[src/mds_pkg.sv]
// ----------------------------------------------------------------------------
// mds_pkg: shared types and constants for the multibyte delimiter splitter
// Item layouts of both channels, configuration register codes and reset values.
// ----------------------------------------------------------------------------
package mds_pkg;

  localparam int BYTE_W     = 8;
  localparam int SEP_LEN_W  = 4;
  localparam int CFG_DATA_W = 64;

  localparam logic [SEP_LEN_W-1:0]  SEP_LEN_RESET   = 4'd1;
  localparam logic [CFG_DATA_W-1:0] SEP_BYTES_RESET = 64'd44;

  typedef enum logic [0:0] {
    REG_SEP_LEN   = 1'b0,
    REG_SEP_BYTES = 1'b1
  } cfg_reg_t;

  typedef struct packed {
    logic [BYTE_W-1:0] data_byte;
    logic              has_data;
    logic              end_of_source;
  } in_item_t;

  typedef struct packed {
    logic [BYTE_W-1:0] out_byte;
    logic              byte_valid;
    logic              segment_end;
    logic              source_done;
    logic              run_last;
  } out_item_t;

endpackage

[src/mds_in_if.sv]
// ----------------------------------------------------------------------------
// mds_in_if: source byte channel
// Valid/ready channel that carries one source item per request.
// ----------------------------------------------------------------------------
interface mds_in_if;
  import mds_pkg::*;

  logic     valid;
  logic     ready;
  in_item_t payload;

  modport source (output valid, output payload, input ready);
  modport sink   (input valid, input payload, output ready);
endinterface

[src/mds_out_if.sv]
// ----------------------------------------------------------------------------
// mds_out_if: segment result channel
// Valid/ready channel that carries one result item per request.
// ----------------------------------------------------------------------------
interface mds_out_if;
  import mds_pkg::*;

  logic      valid;
  logic      ready;
  out_item_t payload;

  modport source (output valid, output payload, input ready);
  modport sink   (input valid, input payload, output ready);
endinterface

[src/mds_cfg.sv]
// ----------------------------------------------------------------------------
// mds_cfg: separator configuration registers
// Holds separator length and bytes and derives the length in use.
// ----------------------------------------------------------------------------
module mds_cfg #(
  parameter int MAX_SEP = 8,
  parameter int LW      = $clog2(MAX_SEP + 1)
) (
  input  logic                           clk,
  input  logic                           rst,
  input  logic                           cfg_write,
  input  mds_pkg::cfg_reg_t              cfg_index,
  input  logic [mds_pkg::CFG_DATA_W-1:0] cfg_data,
  output logic [LW-1:0]                  eff_len,
  output logic [mds_pkg::CFG_DATA_W-1:0] sep_bytes
);
  import mds_pkg::*;

  logic [SEP_LEN_W-1:0] sep_len;

  always_ff @(posedge clk) begin
    if (rst) begin
      sep_len   <= SEP_LEN_RESET;
      sep_bytes <= SEP_BYTES_RESET;
    end else if (cfg_write) begin
      unique case (cfg_index)
        REG_SEP_LEN:   sep_len   <= cfg_data[SEP_LEN_W-1:0];
        REG_SEP_BYTES: sep_bytes <= cfg_data;
        default: ;
      endcase
    end
  end

  // Zero length acts as one byte; anything past the window depth saturates.
  always_comb begin
    if (sep_len == '0) begin
      eff_len = LW'(1);
    end else if (sep_len > SEP_LEN_W'(MAX_SEP)) begin
      eff_len = LW'(MAX_SEP);
    end else begin
      eff_len = sep_len[LW-1:0];
    end
  end

endmodule

[src/mds_core.sv]
// ----------------------------------------------------------------------------
// mds_core: item register, match window and step sequencer
// One step of the held item per stall-free cycle, with at most one result out.
// ----------------------------------------------------------------------------
module mds_core #(
  parameter int MAX_SEP = 8,
  parameter int LW      = $clog2(MAX_SEP + 1)
) (
  input  logic                           clk,
  input  logic                           rst,
  mds_in_if.sink                         source,
  input  logic [LW-1:0]                  eff_len,
  input  logic [mds_pkg::CFG_DATA_W-1:0] sep_bytes,
  input  logic                           out_free,
  output logic                           emit,
  output mds_pkg::out_item_t             emit_item
);
  import mds_pkg::*;

  logic              pend;
  in_item_t          item;
  logic              data_done;
  logic [BYTE_W-1:0] win [MAX_SEP];
  logic [LW-1:0]     fill;

  logic [BYTE_W-1:0] win_next [MAX_SEP];
  logic [LW-1:0]     fill_next;
  logic [BYTE_W-1:0] ins_win [MAX_SEP];
  logic [BYTE_W-1:0] pop_src [MAX_SEP];
  logic [LW-1:0]     ins_fill;
  logic              has_step;
  logic              end_step;
  logic              drain;
  logic              hit;
  logic              match;
  logic              needs_emit;
  logic              go;
  logic              item_done;
  logic              set_data_done;
  logic              do_pop;
  logic              do_clear;
  logic              do_insert;
  logic              accept;

  assign has_step = pend && item.has_data && !data_done;
  assign end_step = pend && item.end_of_source && (data_done || !item.has_data);
  // A lowered length leaves a window at or above it; those bytes go out first.
  assign drain    = has_step && (fill >= eff_len);
  assign ins_fill = fill + LW'(1);
  assign hit      = ins_fill == eff_len;

  always_comb begin
    for (int k = 0; k < MAX_SEP; k++) begin
      ins_win[k] = (LW'(k) == fill) ? item.data_byte : win[k];
    end
  end

  always_comb begin
    match = 1'b1;
    for (int k = 0; k < MAX_SEP; k++) begin
      if ((LW'(k) < eff_len) && (ins_win[k] != sep_bytes[BYTE_W*k +: BYTE_W])) begin
        match = 1'b0;
      end
    end
  end

  assign needs_emit = drain || (has_step && hit) || end_step;
  assign go         = !needs_emit || out_free;
  assign emit       = needs_emit && out_free;

  always_comb begin
    emit_item     = '0;
    do_pop        = 1'b0;
    do_clear      = 1'b0;
    do_insert     = 1'b0;
    item_done     = 1'b0;
    set_data_done = 1'b0;
    if (has_step && drain) begin
      emit_item.out_byte   = win[0];
      emit_item.byte_valid = 1'b1;
      do_pop               = 1'b1;
    end else if (has_step) begin
      do_insert = 1'b1;
      if (hit && match) begin
        emit_item.segment_end = 1'b1;
        emit_item.run_last    = !item.end_of_source;
        do_clear              = 1'b1;
      end else if (hit) begin
        emit_item.out_byte   = ins_win[0];
        emit_item.byte_valid = 1'b1;
        emit_item.run_last   = !item.end_of_source;
        do_pop               = 1'b1;
      end
      item_done     = !item.end_of_source;
      set_data_done = item.end_of_source;
    end else if (end_step && (fill != '0)) begin
      emit_item.out_byte   = win[0];
      emit_item.byte_valid = 1'b1;
      do_pop               = 1'b1;
    end else if (end_step) begin
      emit_item.segment_end = 1'b1;
      emit_item.source_done = 1'b1;
      emit_item.run_last    = 1'b1;
      do_clear              = 1'b1;
      item_done             = 1'b1;
    end else if (pend) begin
      // An item with neither a byte nor an end leaves no trace.
      item_done = 1'b1;
    end
  end

  always_comb begin
    for (int k = 0; k < MAX_SEP; k++) begin
      pop_src[k] = do_insert ? ins_win[k] : win[k];
    end
    fill_next = do_insert ? ins_fill : fill;
    for (int k = 0; k < MAX_SEP; k++) begin
      win_next[k] = pop_src[k];
    end
    if (do_clear) begin
      for (int k = 0; k < MAX_SEP; k++) begin
        win_next[k] = '0;
      end
      fill_next = '0;
    end else if (do_pop) begin
      for (int k = 0; k < MAX_SEP - 1; k++) begin
        win_next[k] = pop_src[k + 1];
      end
      win_next[MAX_SEP - 1] = '0;
      fill_next = fill_next - LW'(1);
    end
  end

  assign source.ready = !pend || (go && item_done);
  assign accept       = source.valid && source.ready;

  always_ff @(posedge clk) begin
    if (rst) begin
      pend      <= 1'b0;
      data_done <= 1'b0;
      fill      <= '0;
      for (int k = 0; k < MAX_SEP; k++) begin
        win[k] <= '0;
      end
    end else begin
      if (go) begin
        win  <= win_next;
        fill <= fill_next;
      end
      if (accept) begin
        pend      <= 1'b1;
        data_done <= 1'b0;
      end else if (go && item_done) begin
        pend <= 1'b0;
      end else if (go && set_data_done) begin
        data_done <= 1'b1;
      end
    end
  end

  always_ff @(posedge clk) begin
    if (accept) begin
      item <= source.payload;
    end
  end

endmodule

[src/multibyte_delimiter_splitter.sv]
// ----------------------------------------------------------------------------
// multibyte_delimiter_splitter: split a byte stream on a multibyte separator
//
//   channel  | dir | carries
//   ---------+-----+------------------------------------------------------
//   source   | in  | data_byte, has_data, end_of_source
//   result   | out | out_byte, byte_valid, segment_end, source_done, run_last
//   cfg_*    | in  | separator_length (index 0), separator_bytes (index 1)
//
// A new request is taken every cycle while the window length stays put and
// no result stalls. Each extra result of an item adds a step: up to
// MAX_SEP - 1 drain pops after a lowered length, and fill + 1 results for an
// end flush. The single result register and the window sequencer set this
// pacing. Reset is synchronous and empties the window; no clearing pass
// follows. A stalled result holds the window until the register drains.
// ----------------------------------------------------------------------------
module multibyte_delimiter_splitter #(
  parameter int MAX_SEP = 8
) (
  input  logic                           clk,
  input  logic                           rst,
  mds_in_if.sink                         source,
  mds_out_if.source                      result,
  input  logic                           cfg_write,
  input  mds_pkg::cfg_reg_t              cfg_index,
  input  logic [mds_pkg::CFG_DATA_W-1:0] cfg_data
);
  import mds_pkg::*;

  localparam int LW = $clog2(MAX_SEP + 1);

  logic [LW-1:0]         eff_len;
  logic [CFG_DATA_W-1:0] sep_bytes;
  logic                  out_free;
  logic                  emit;
  out_item_t             emit_item;
  logic                  res_valid;
  out_item_t             res_item;

  mds_cfg #(.MAX_SEP(MAX_SEP), .LW(LW)) u_cfg (
    .clk       (clk),
    .rst       (rst),
    .cfg_write (cfg_write),
    .cfg_index (cfg_index),
    .cfg_data  (cfg_data),
    .eff_len   (eff_len),
    .sep_bytes (sep_bytes)
  );

  mds_core #(.MAX_SEP(MAX_SEP), .LW(LW)) u_core (
    .clk       (clk),
    .rst       (rst),
    .source    (source),
    .eff_len   (eff_len),
    .sep_bytes (sep_bytes),
    .out_free  (out_free),
    .emit      (emit),
    .emit_item (emit_item)
  );

  assign out_free = !res_valid || result.ready;

  always_ff @(posedge clk) begin
    if (rst) begin
      res_valid <= 1'b0;
    end else if (emit) begin
      res_valid <= 1'b1;
    end else if (result.ready) begin
      res_valid <= 1'b0;
    end
  end

  always_ff @(posedge clk) begin
    if (emit) begin
      res_item <= emit_item;
    end
  end

  assign result.valid   = res_valid;
  assign result.payload = res_item;

endmodule

[src/flat_wrapper.sv]
// flat-port wrapper written by rule: the top's interface ports become plain ports
module multibyte_delimiter_splitter_flat import mds_pkg::*;
#(
  parameter int MAX_SEP = 8
)
  (clk, rst, cfg_write, cfg_index, cfg_data, source_valid, source_payload, source_ready, result_valid, result_payload, result_ready);
  mds_in_if source_i ();
  mds_out_if result_i ();
  input  logic clk;
  input  logic rst;
  input  logic cfg_write;
  input  mds_pkg::cfg_reg_t cfg_index;
  input  logic [mds_pkg::CFG_DATA_W-1:0] cfg_data;
  input wire logic [$bits(source_i.valid)-1:0] source_valid;
  input wire logic [$bits(source_i.payload)-1:0] source_payload;
  output wire logic [$bits(source_i.ready)-1:0] source_ready;
  output wire logic [$bits(result_i.valid)-1:0] result_valid;
  output wire logic [$bits(result_i.payload)-1:0] result_payload;
  input wire logic [$bits(result_i.ready)-1:0] result_ready;
  assign source_i.valid = source_valid;
  assign source_i.payload = source_payload;
  assign source_ready = source_i.ready;
  assign result_valid = result_i.valid;
  assign result_payload = result_i.payload;
  assign result_i.ready = result_ready;
  multibyte_delimiter_splitter #(.MAX_SEP(MAX_SEP)) u_core (.clk(clk), .rst(rst), .source(source_i), .result(result_i), .cfg_write(cfg_write), .cfg_index(cfg_index), .cfg_data(cfg_data));
endmodule
[config.mk]
export PLATFORM = sky130hd
export DESIGN_NAME = multibyte_delimiter_splitter_flat
export DESIGN_NICKNAME = d
export VERILOG_FILES = /design/src/mds_pkg.sv /design/src/mds_in_if.sv /design/src/mds_out_if.sv /design/src/mds_cfg.sv /design/src/mds_core.sv /design/src/multibyte_delimiter_splitter.sv /design/src/flat_wrapper.sv
export SDC_FILE = /design/constraint.sdc
export NUM_CORES = 1
export LEC_CHECK = 0
export BUFFER_PORTS_ARGS = -buffer_cell sky130_fd_sc_hd__buf_2
export CORE_MARGIN = 10
export CORE_UTILIZATION = 54
export CTS_CLUSTER_SIZE = 24
export DETAILED_ROUTE_END_ITERATION = 6
export PLACE_DENSITY = 0.77
export SYNTH_ARGS = -nofsm -noshare
export SYNTH_HDL_FRONTEND = slang
export SYNTH_SLANG_ARGS = --single-unit
[constraint.sdc]
create_clock -name clk -period 3.3 [get_ports clk]
set_input_delay 0.165 -clock clk [delete_from_list [all_inputs] [get_ports clk]]
set_output_delay 0.165 -clock clk [all_outputs]
set_load 0.02 [all_outputs]
Word-level counts from Yosys, hierarchy flattened
Cells that the tools add are included.
{"block": "word_totals", "output_inout_bits": 14, "ff_bits": 161, "mem_count": 0, "romBits": 0, "wordCells": 161, "inputBits": 80, "latchBits": 0, "ramBits": 0}
{"block": "op_classes", "n_bitwise": 2, "shifts": 0, "addsub": 2, "reduce_logical": 45, "eq_ne": 16, "muxes": 64, "mul": 0, "div": 0, "magnitude_cmp": 10}
{"operator": "two-way mux 64 bit", "n": 2}
{"operator": "two-way mux 8 bit", "n": 16}
{"operator": "!= test 8 bit", "n": 8}
{"operator": "two-way mux 9 bit", "n": 4}
{"operator": "two-way mux 1 bit", "n": 34}
{"operator": "logical AND 1 bit", "n": 21}
{"operator": "two-way mux 4 bit", "n": 5}
{"operator": "equality test 3 x 4 -> 1 bit (first input constant)", "n": 4}
{"operator": "less-than comparator 3 x 4 -> 1 bit (first input constant)", "n": 4}
{"operator": "two-way mux 10 bit", "n": 1}
{"operator": "equality test 2 x 4 -> 1 bit (first input constant)", "n": 2}
{"operator": "zero test 4 bit", "n": 2}
{"operator": "less-than comparator 1 x 4 -> 1 bit (first input constant)", "n": 2}
{"operator": "less-than comparator 2 x 4 -> 1 bit (first input constant)", "n": 2}
{"operator": "AND reduction 2 bit", "n": 4}
{"operator": "zero test 1 bit", "n": 6}
{"operator": "logical OR 1 bit", "n": 6}
{"operator": "two-way mux 3 bit", "n": 2}
{"operator": "adder 4 x 1 -> 4 bit (second input constant)", "n": 1}
{"operator": "equality test 1 x 4 -> 1 bit (first input constant)", "n": 1}
{"operator": "equality test 4 bit", "n": 1}
{"operator": "greater-or-equal comparator 4 bit", "n": 1}
{"operator": "> comparator 4 bit (second input constant)", "n": 1}
{"operator": "nonzero test 2 bit", "n": 2}
{"operator": "other kinds (6)", "n": 7}

Longest topological paths before layout
{"block": "depth", "word_depth": 19, "mapped_depth": 20, "ltp_nobuf": 16}

Modules after synthesis
From an unflattened synthesis, not the netlist that was laid out.
{"block": "unflattened", "cells_unflattened": 1143, "hier_area_um2": 9643.0}
{"mod": "mds_core", "n_inst": 1, "seq_area_each_um2": 1701.6, "cells_each": 816, "area_per_inst_um2": 6286.0}
{"mod": "mds_cfg", "n_inst": 1, "seq_area_each_um2": 1361.3, "cells_each": 311, "area_per_inst_um2": 2950.3}
{"mod": "multibyte_delimiter_splitter", "n_inst": 1, "seq_area_each_um2": 380.4, "cells_each": 16, "area_per_inst_um2": 406.6}

Worst setup path before layout
OpenSTA, ideal clock, no wires.
{"block": "synth_path", "kind": "flip-flop to flip-flop", "from": "register u_core.u_cfg.sep_len[1]", "to": "register u_core.u_core.item[0] in the netlist's numbering (enable)", "stages_incl_launch_ff": 17, "required_ns": 2.952, "path_buffers": 3, "setup_slack_ns": -0.571, "setup_ns": 0.348, "arrival_time_ns": 3.524, "period_less_slack_ns": 3.871, "path_cell_list": "dfxtp_1 > clkbuf_1 > nor2_1 > nor2_1 > nor2_1 > ha_1 > nand2b_1 > a21o_1 > a21o_1 > a21oi_1 > or2_2 > clkbuf_1 > nand3_1 > and2_1 > clkbuf_1 > o21ai_0 > and2_1"}
{"block": "synth_between", "elab_chain_len": 12, "word_cells_on_any_way": 17, "cone_classes": "2 x order compare; 1 x eq/ne; 3 x mux; 11 x reduce/logical"}
{"element": "start, declared", "line_no": "mds_cfg.sv:19", "text": "logic [SEP_LEN_W-1:0] sep_len;"}
{"element": "start signal, assigned", "line_no": "mds_cfg.sv:27", "text": "REG_SEP_LEN: sep_len <= cfg_data[SEP_LEN_W-1:0];"}
{"element": "> comparator 4 bit", "line_no": "mds_cfg.sv:38", "text": "end else if (sep_len > SEP_LEN_W'(MAX_SEP)) begin"}
{"element": "two-way mux 4 bit", "line_no": "mds_cfg.sv:38"}
{"element": "two-way mux 4 bit *", "line_no": "mds_cfg.sv:36", "text": "if (sep_len == '0) begin"}
{"element": "greater-or-equal comparator 4 bit or equality test 4 bit (tied branches)", "line_no": "mds_core.sv:48, mds_core.sv:50"}
{"element": "logical AND 1 bit, on equally long branches", "line_no": "mds_core.sv:48, mds_core.sv:67"}
{"element": "logical OR 1 bit (2 in series)", "line_no": "mds_core.sv:67", "text": "assign needs_emit = drain || (has_step && hit) || end_step;"}
{"element": "zero test 1 bit", "line_no": "mds_core.sv:68", "text": "assign go = !needs_emit || out_free;"}
{"element": "logical OR 1 bit", "line_no": "mds_core.sv:68"}
{"element": "logical AND 1 bit *", "line_no": "mds_core.sv:134", "text": "assign source.ready = !pend || (go && item_done);"}
{"element": "logical OR 1 bit *", "line_no": "mds_core.sv:134"}
{"element": "via source_ready", "line_no": "flat_wrapper.sv:16", "text": "output wire logic [$bits(source_i.ready)-1:0] source_ready;"}
{"element": "logical AND 1 bit *", "line_no": "mds_core.sv:135", "text": "assign accept = source.valid && source.ready;"}
{"element": "via u_core.u_core.accept", "line_no": "mds_core.sv:43", "text": "logic accept;"}
{"element": "end signal, assigned", "line_no": "mds_core.sv:163", "text": "item <= source.payload;"}
{"element": "end, declared", "line_no": "mds_core.sv:21", "text": "in_item_t item;"}
The timed path passes the listed nets; every way through them passes the cells marked *.
A chain may end at the register's enable or synchronous reset.

Worst setup path after layout
{"block": "layout_path", "from": "register u_core.u_core.fill[1]", "to": "register u_core.u_core.win[43] in the netlist's numbering"}
{"block": "layout_between", "elab_chain_len": 18, "word_cells_on_any_way": 67, "cone_classes": "1 x add/sub; 1 x order compare; 16 x eq/ne; 30 x mux; 19 x reduce/logical"}
{"element": "start, declared", "line_no": "mds_core.sv:24", "text": "logic [LW-1:0] fill;"}
{"element": "start signal, assigned", "line_no": "mds_core.sv:148", "text": "fill <= fill_next;"}
{"element": "zero test 4 bit", "line_no": "mds_core.sv:54", "text": "ins_win[k] = (LW'(k) == fill) ? item.data_byte : win[k];"}
{"element": "two-way mux 8 bit", "line_no": "mds_core.sv:54"}
{"element": "!= test 8 bit", "line_no": "mds_core.sv:61", "text": "if ((LW'(k) < eff_len) && (ins_win[k] != sep_bytes[BYTE_W*k +: BYTE_W])) begin"}
{"element": "logical AND 1 bit", "line_no": "mds_core.sv:61"}
{"element": "two-way mux 1 bit (8 in series)", "line_no": "mds_core.sv:61"}
{"element": "logical AND 1 bit", "line_no": "mds_core.sv:84", "text": "if (hit && match) begin"}
{"element": "two-way mux 1 bit", "line_no": "mds_core.sv:84"}
{"element": "two-way mux 1 bit", "line_no": "mds_core.sv:82", "text": "end else if (has_step) begin"}
{"element": "two-way mux 1 bit", "line_no": "mds_core.sv:78", "text": "if (has_step && drain) begin"}
{"element": "two-way mux 64 bit", "line_no": "mds_core.sv:125", "text": "end else if (do_pop) begin"}
{"element": "two-way mux 64 bit", "line_no": "mds_core.sv:120", "text": "if (do_clear) begin"}
{"element": "end signal, assigned", "line_no": "mds_core.sv:147", "text": "win <= win_next;"}
{"element": "end, declared", "line_no": "mds_core.sv:23", "text": "logic [BYTE_W-1:0] win [MAX_SEP];"}
Parallel ways exist; a longest one is shown, timed or not.

==> impl_metrics.yaml <==
cts:
  cts_tree: "done"
  clock_latency_ps: 440
  clock_path_buffers: 2
  htreeDepth: 4
  cts_buffers: 17
  cts.sinks: 161
  root_buffer: "clkbuf_16"
  clkTransAtPathRegs_ps: 70
sta:
  relSlewSlack_pct: 33.1
  timing.final.ws_setup_ps: -459
  period_needed_ps: 3760
  fmax_mhz: 266
  final.setup_skew_ps: 11.3
  period_share_pct: 114
  fin_tns_setup_ps: -22220
  rsz0062_at_grt: "yes"
  fin_hold_ws_ps: 99.2
  setup_viol: 69
  drv_slew: 0
  worst_slew_pin_slew_ps: 1000
  finalHoldViolCount: 0
detailed_routing:
  wire_per_inst_um: 21.3
  first_iter_violations: 1422
  dr.pass1.iters: 6
  viasPerCell: 6.38
  ant_nets: 0
  drcViolationCount: 0
  wl_um: 36300
  vias: 10876
worst_setup_path:
  r2r_slack_ps: -460
  cp_slowest_cell: "nor4_4"
  worstSetupEndpointType: "flip-flop"
  cpPeakStageDelay_ps: 390
  critPathArrivalTime_ps: 4080
  cp.required_ps: 3620
  path_buf_inv: 6
  worstSetupPathType: "reg2reg"
  reg2reg_from: "u_core.u_core.fill[1]$_SDFFE_PP0P_"
  startpoint_type: "flip-flop"
  cp_top_family: "simple AND/OR/NAND/NOR gates"
  worst_r2r_endpoint: "u_core.u_core.win[43]$_SDFFE_PP0P_"
  crit_fanout: 8
  path_cells: "inv_2, ha_4, buf_6, nor3b_4, buf_6, mux2i_4, xnor2_2, nor4_4, nand2_2, nor4_4, buf_4, o2111ai_4, nor4b_4, buf_6, buf_12, a21boi_2, a32oi_2, o22ai_1"
  rr_worst_depth: 18
  cp_common_cell: "buf_6"
yosys:
  synth_top_family_by_area: "compound AO/OA/AOI/OAI gates"
  synth_fp_nets: 1274
  seq_area_frac_synth_pct: 36.5
  synth_fa_ha_area_share_pct: 1.19
  synthArstFlopShare_pct: 0
  synth_edf_count: 22
  synth_compound_area_share_pct: 25.9
  synth_top_flop_cell: "dfxtp_1"
  synth_xor_xnor_area_share_pct: 2.88
  yosys.area_share.simple_pct: 22.5
  syn_area_um2: 9430
  muxShareOfSynthArea_pct: 3.80
  syn_inst: 1185
  synth_area_per_cell_um2: 7.95
  ys_seq_elements: 161
  yosysWarnings: 0
  synth.distinct_cells: 84
power:
  switchingPower_mw: 3.44
  peakVddDrop_mv: 0.551
  clock_power_share_pct: 21.9
  comb_power_share_pct: 47.0
  seqPwrFrac_pct: 31.1
  internal_power_mw: 5.32
  sw_frac_of_total_pct: 39.2
  power.density_nw_per_um2: 658
  p_leak_nw: 5.15
  power.total_mw: 8.76
layout:
  drive_gt1_share_pct: 29.1
  syn2layout_area_growth_pct: 41.4
  finalNetCount: 1557
  finalCoreUtilization_pct: 77.6
  stdcell_area_um2: 13300
  n_antenna_cell: 0
worst_hold_path:
  hold_end: "u_core.result.valid$_SDFFE_PP0P_"
  hold_path_depth: 4
  hp-start: "result_ready"
  min_path_type: "in2reg"
job:
  cap_viol_max_count: 0
placement:
  place_hpwl_um: 23500
  gp_congestion: 1.03
  placed_cell_area_um2: 11000
  io_buffers: 93
grt:
  overflow: 0
  grt_antenna_before_repair: 0
  grt_max_degree: 59
  grt_pass1_wl_um: 55900
  grt_pass1_vias: 10634
  grt.total_usage_pct: 29.2
die:
  io_pins: 94
  core_area_um2: 17200
  start_util_pct: 54.9
  dieArea_um2: 23100
  core.rowCount: 48
  fp.dieW_um: 152
  die_y_um: 152
status:
  violations: "setup timing"
  status: "complete, but fails checks"
## worst max-delay path by stage
stage | startpoint | endpoint | slack, ps | cells after the start
6_report | u_core.u_core.fill[1]$_SDFFE_PP0P_ | u_core.u_core.win[43]$_SDFFE_PP0P_ | -460 | 18
5_1_grt | u_core.u_core.fill[1]$_SDFFE_PP0P_ | u_core.u_core.win[33]$_SDFFE_PP0P_ | -590 | 19
2_1_floorplan | u_core.u_cfg.sep_len[1]$_SDFFE_PP0P_ | u_core.u_core.win[44]$_SDFFE_PP0P_ | 10 | 19
4_1_cts | u_core.u_core.fill[1]$_SDFFE_PP0P_ | u_core.u_core.win[33]$_SDFFE_PP0P_ | -340 | 19
3_3_place_gp | u_core.u_core.fill[1]$_SDFFE_PP0P_ | u_core.u_core.win[49]$_SDFFE_PP0P_ | -410 | 17
3_5_place_dp | u_core.u_core.fill[1]$_SDFFE_PP0P_ | u_core.u_core.win[38]$_SDFFE_PP0P_ | -430 | 15
## power groups by stage
stage	Clock [mW]	Sequential [mW]	Combinational (mW)
final	1.92	2.73	4.12
after global routing	1.98	2.75	4.35
after CTS	1.91	2.68	3.73
after detailed placement	0	2.70	3.14
after global placement	0	2.69	3.11
after floorplan	0	2.64	2.06
## registers in the layout (all words and copies together), names as in the netlist
signal                   count
u_core.u_cfg.sep_bytes      64
u_core.u_core.win           64
u_core.result.payload       12
u_core.u_core.item          10
u_core.u_cfg.sep_len         4
u_core.u_core.fill           4
u_core.result.valid          1
u_core.u_core.data_done      1
u_core.u_core.pend           1
## tightest hold or removal path: stages
cell and delay [ps]:
buf_2 100, nor2b_1 90, nor2_1 100, nor2_1 40
## synthesized netlist by cell type (all sizes together) (4+ instances only)
library cell  instances  area, µm²
ha                    9        113
or4                   4       33.8
xor2                  6       52.6
o31a                  4       35.0
buf                  32        226
a21oi               100        508
clkbuf               53        200
nor2b                11       68.8
nand2               216        811
a2111oi               4       41.3
mux2i                32        335
o221ai               26        228
a21o                 10       75.1
nand3b                8       76.3
edfxtp               22        661
nand3                10       50.1
nor3                 19       95.1
o21ai                55        290
o22ai                54        344
nor3b                 5       76.3
nand4                 4       25.0
xnor2                25        219
inv                  67        251
dfxtp               139       2780
nor4                 15        121
or3                  25        156
a31oi                11       68.8
a221oi                6       58.8
a2111o                8       90.1
o311ai               25        219
a222oi                4       40.0
a211oi                8       60.1
nand2b               19        119
nor4bb                4       40.0
a22oi                12       90.1
and3b                 4       35.0
nor2                 85        334
o2111ai               6       52.6
## cell usage in the layout (no fill, tap or decap), drive strengths merged, types with 20 or more instances in the layout
cell type and count:
buf 271, nand2 216, dfxtp 139, a21oi 100, nor2 85, dlygate4sd3 75, inv 75, o21ai 55
o22ai 54, mux2i 32, o221ai 26, or3 25, xnor2 25, o311ai 25, edfxtp 22, clkbuf 20
## routing by layer
layer / global-route usage (%) / share of wire [%] / vias up
met5: 0 / 0 / -
met4: 16.5 / 6.0 / 0
met3: 7.71 / 11 / 200
met2: 47.5 / 47 / 785
met1: 34.1 / 37 / 5027
li1: - / - / 4864
## layout make-up
type	count	area, µm²
timing repair buffer	348	2890
inverter	67	256
sequential	161	3450
tap	225	282
clock buffer	19	454
multi-input combinational	872	5890
fill	1146	3850
timing repair inverter	1	11.3
clock inverter	13	97.6
## kinds of logic after synthesis
| logic type | count (synthesis) |
|---|---|
| AO/OA/AOI/OAI | 361 |
| XOR/XNOR | 31 |
| adder cells (fa/ha/maj) | 9 |
| buffers and inverters | 152 |
| flip-flops | 161 |
| multiplexers | 34 |
| AND/OR/NAND/NOR | 437 |
## repair_timing
item / in CTS / in global routing
pin swaps: 54 / 23
gates cloned: 4 / 1
setup endpoints to repair: 68 / 71
hold buffers: 75 / 0
resized for setup: 117 / 65
endpoints found under the hold margin: 79 / 0
setup buffers: 25 / 10
## stage by stage
stage,std cells,setup slack [ps]
2_1_floorplan,1185,9.89
3_3_place_gp,1561,-406
3_5_place_dp,1561,-425
4_1_cts,1696,-338
5_1_grt,1706,-588
6_report,1706,-459
(Power assumes the default switching activity.)
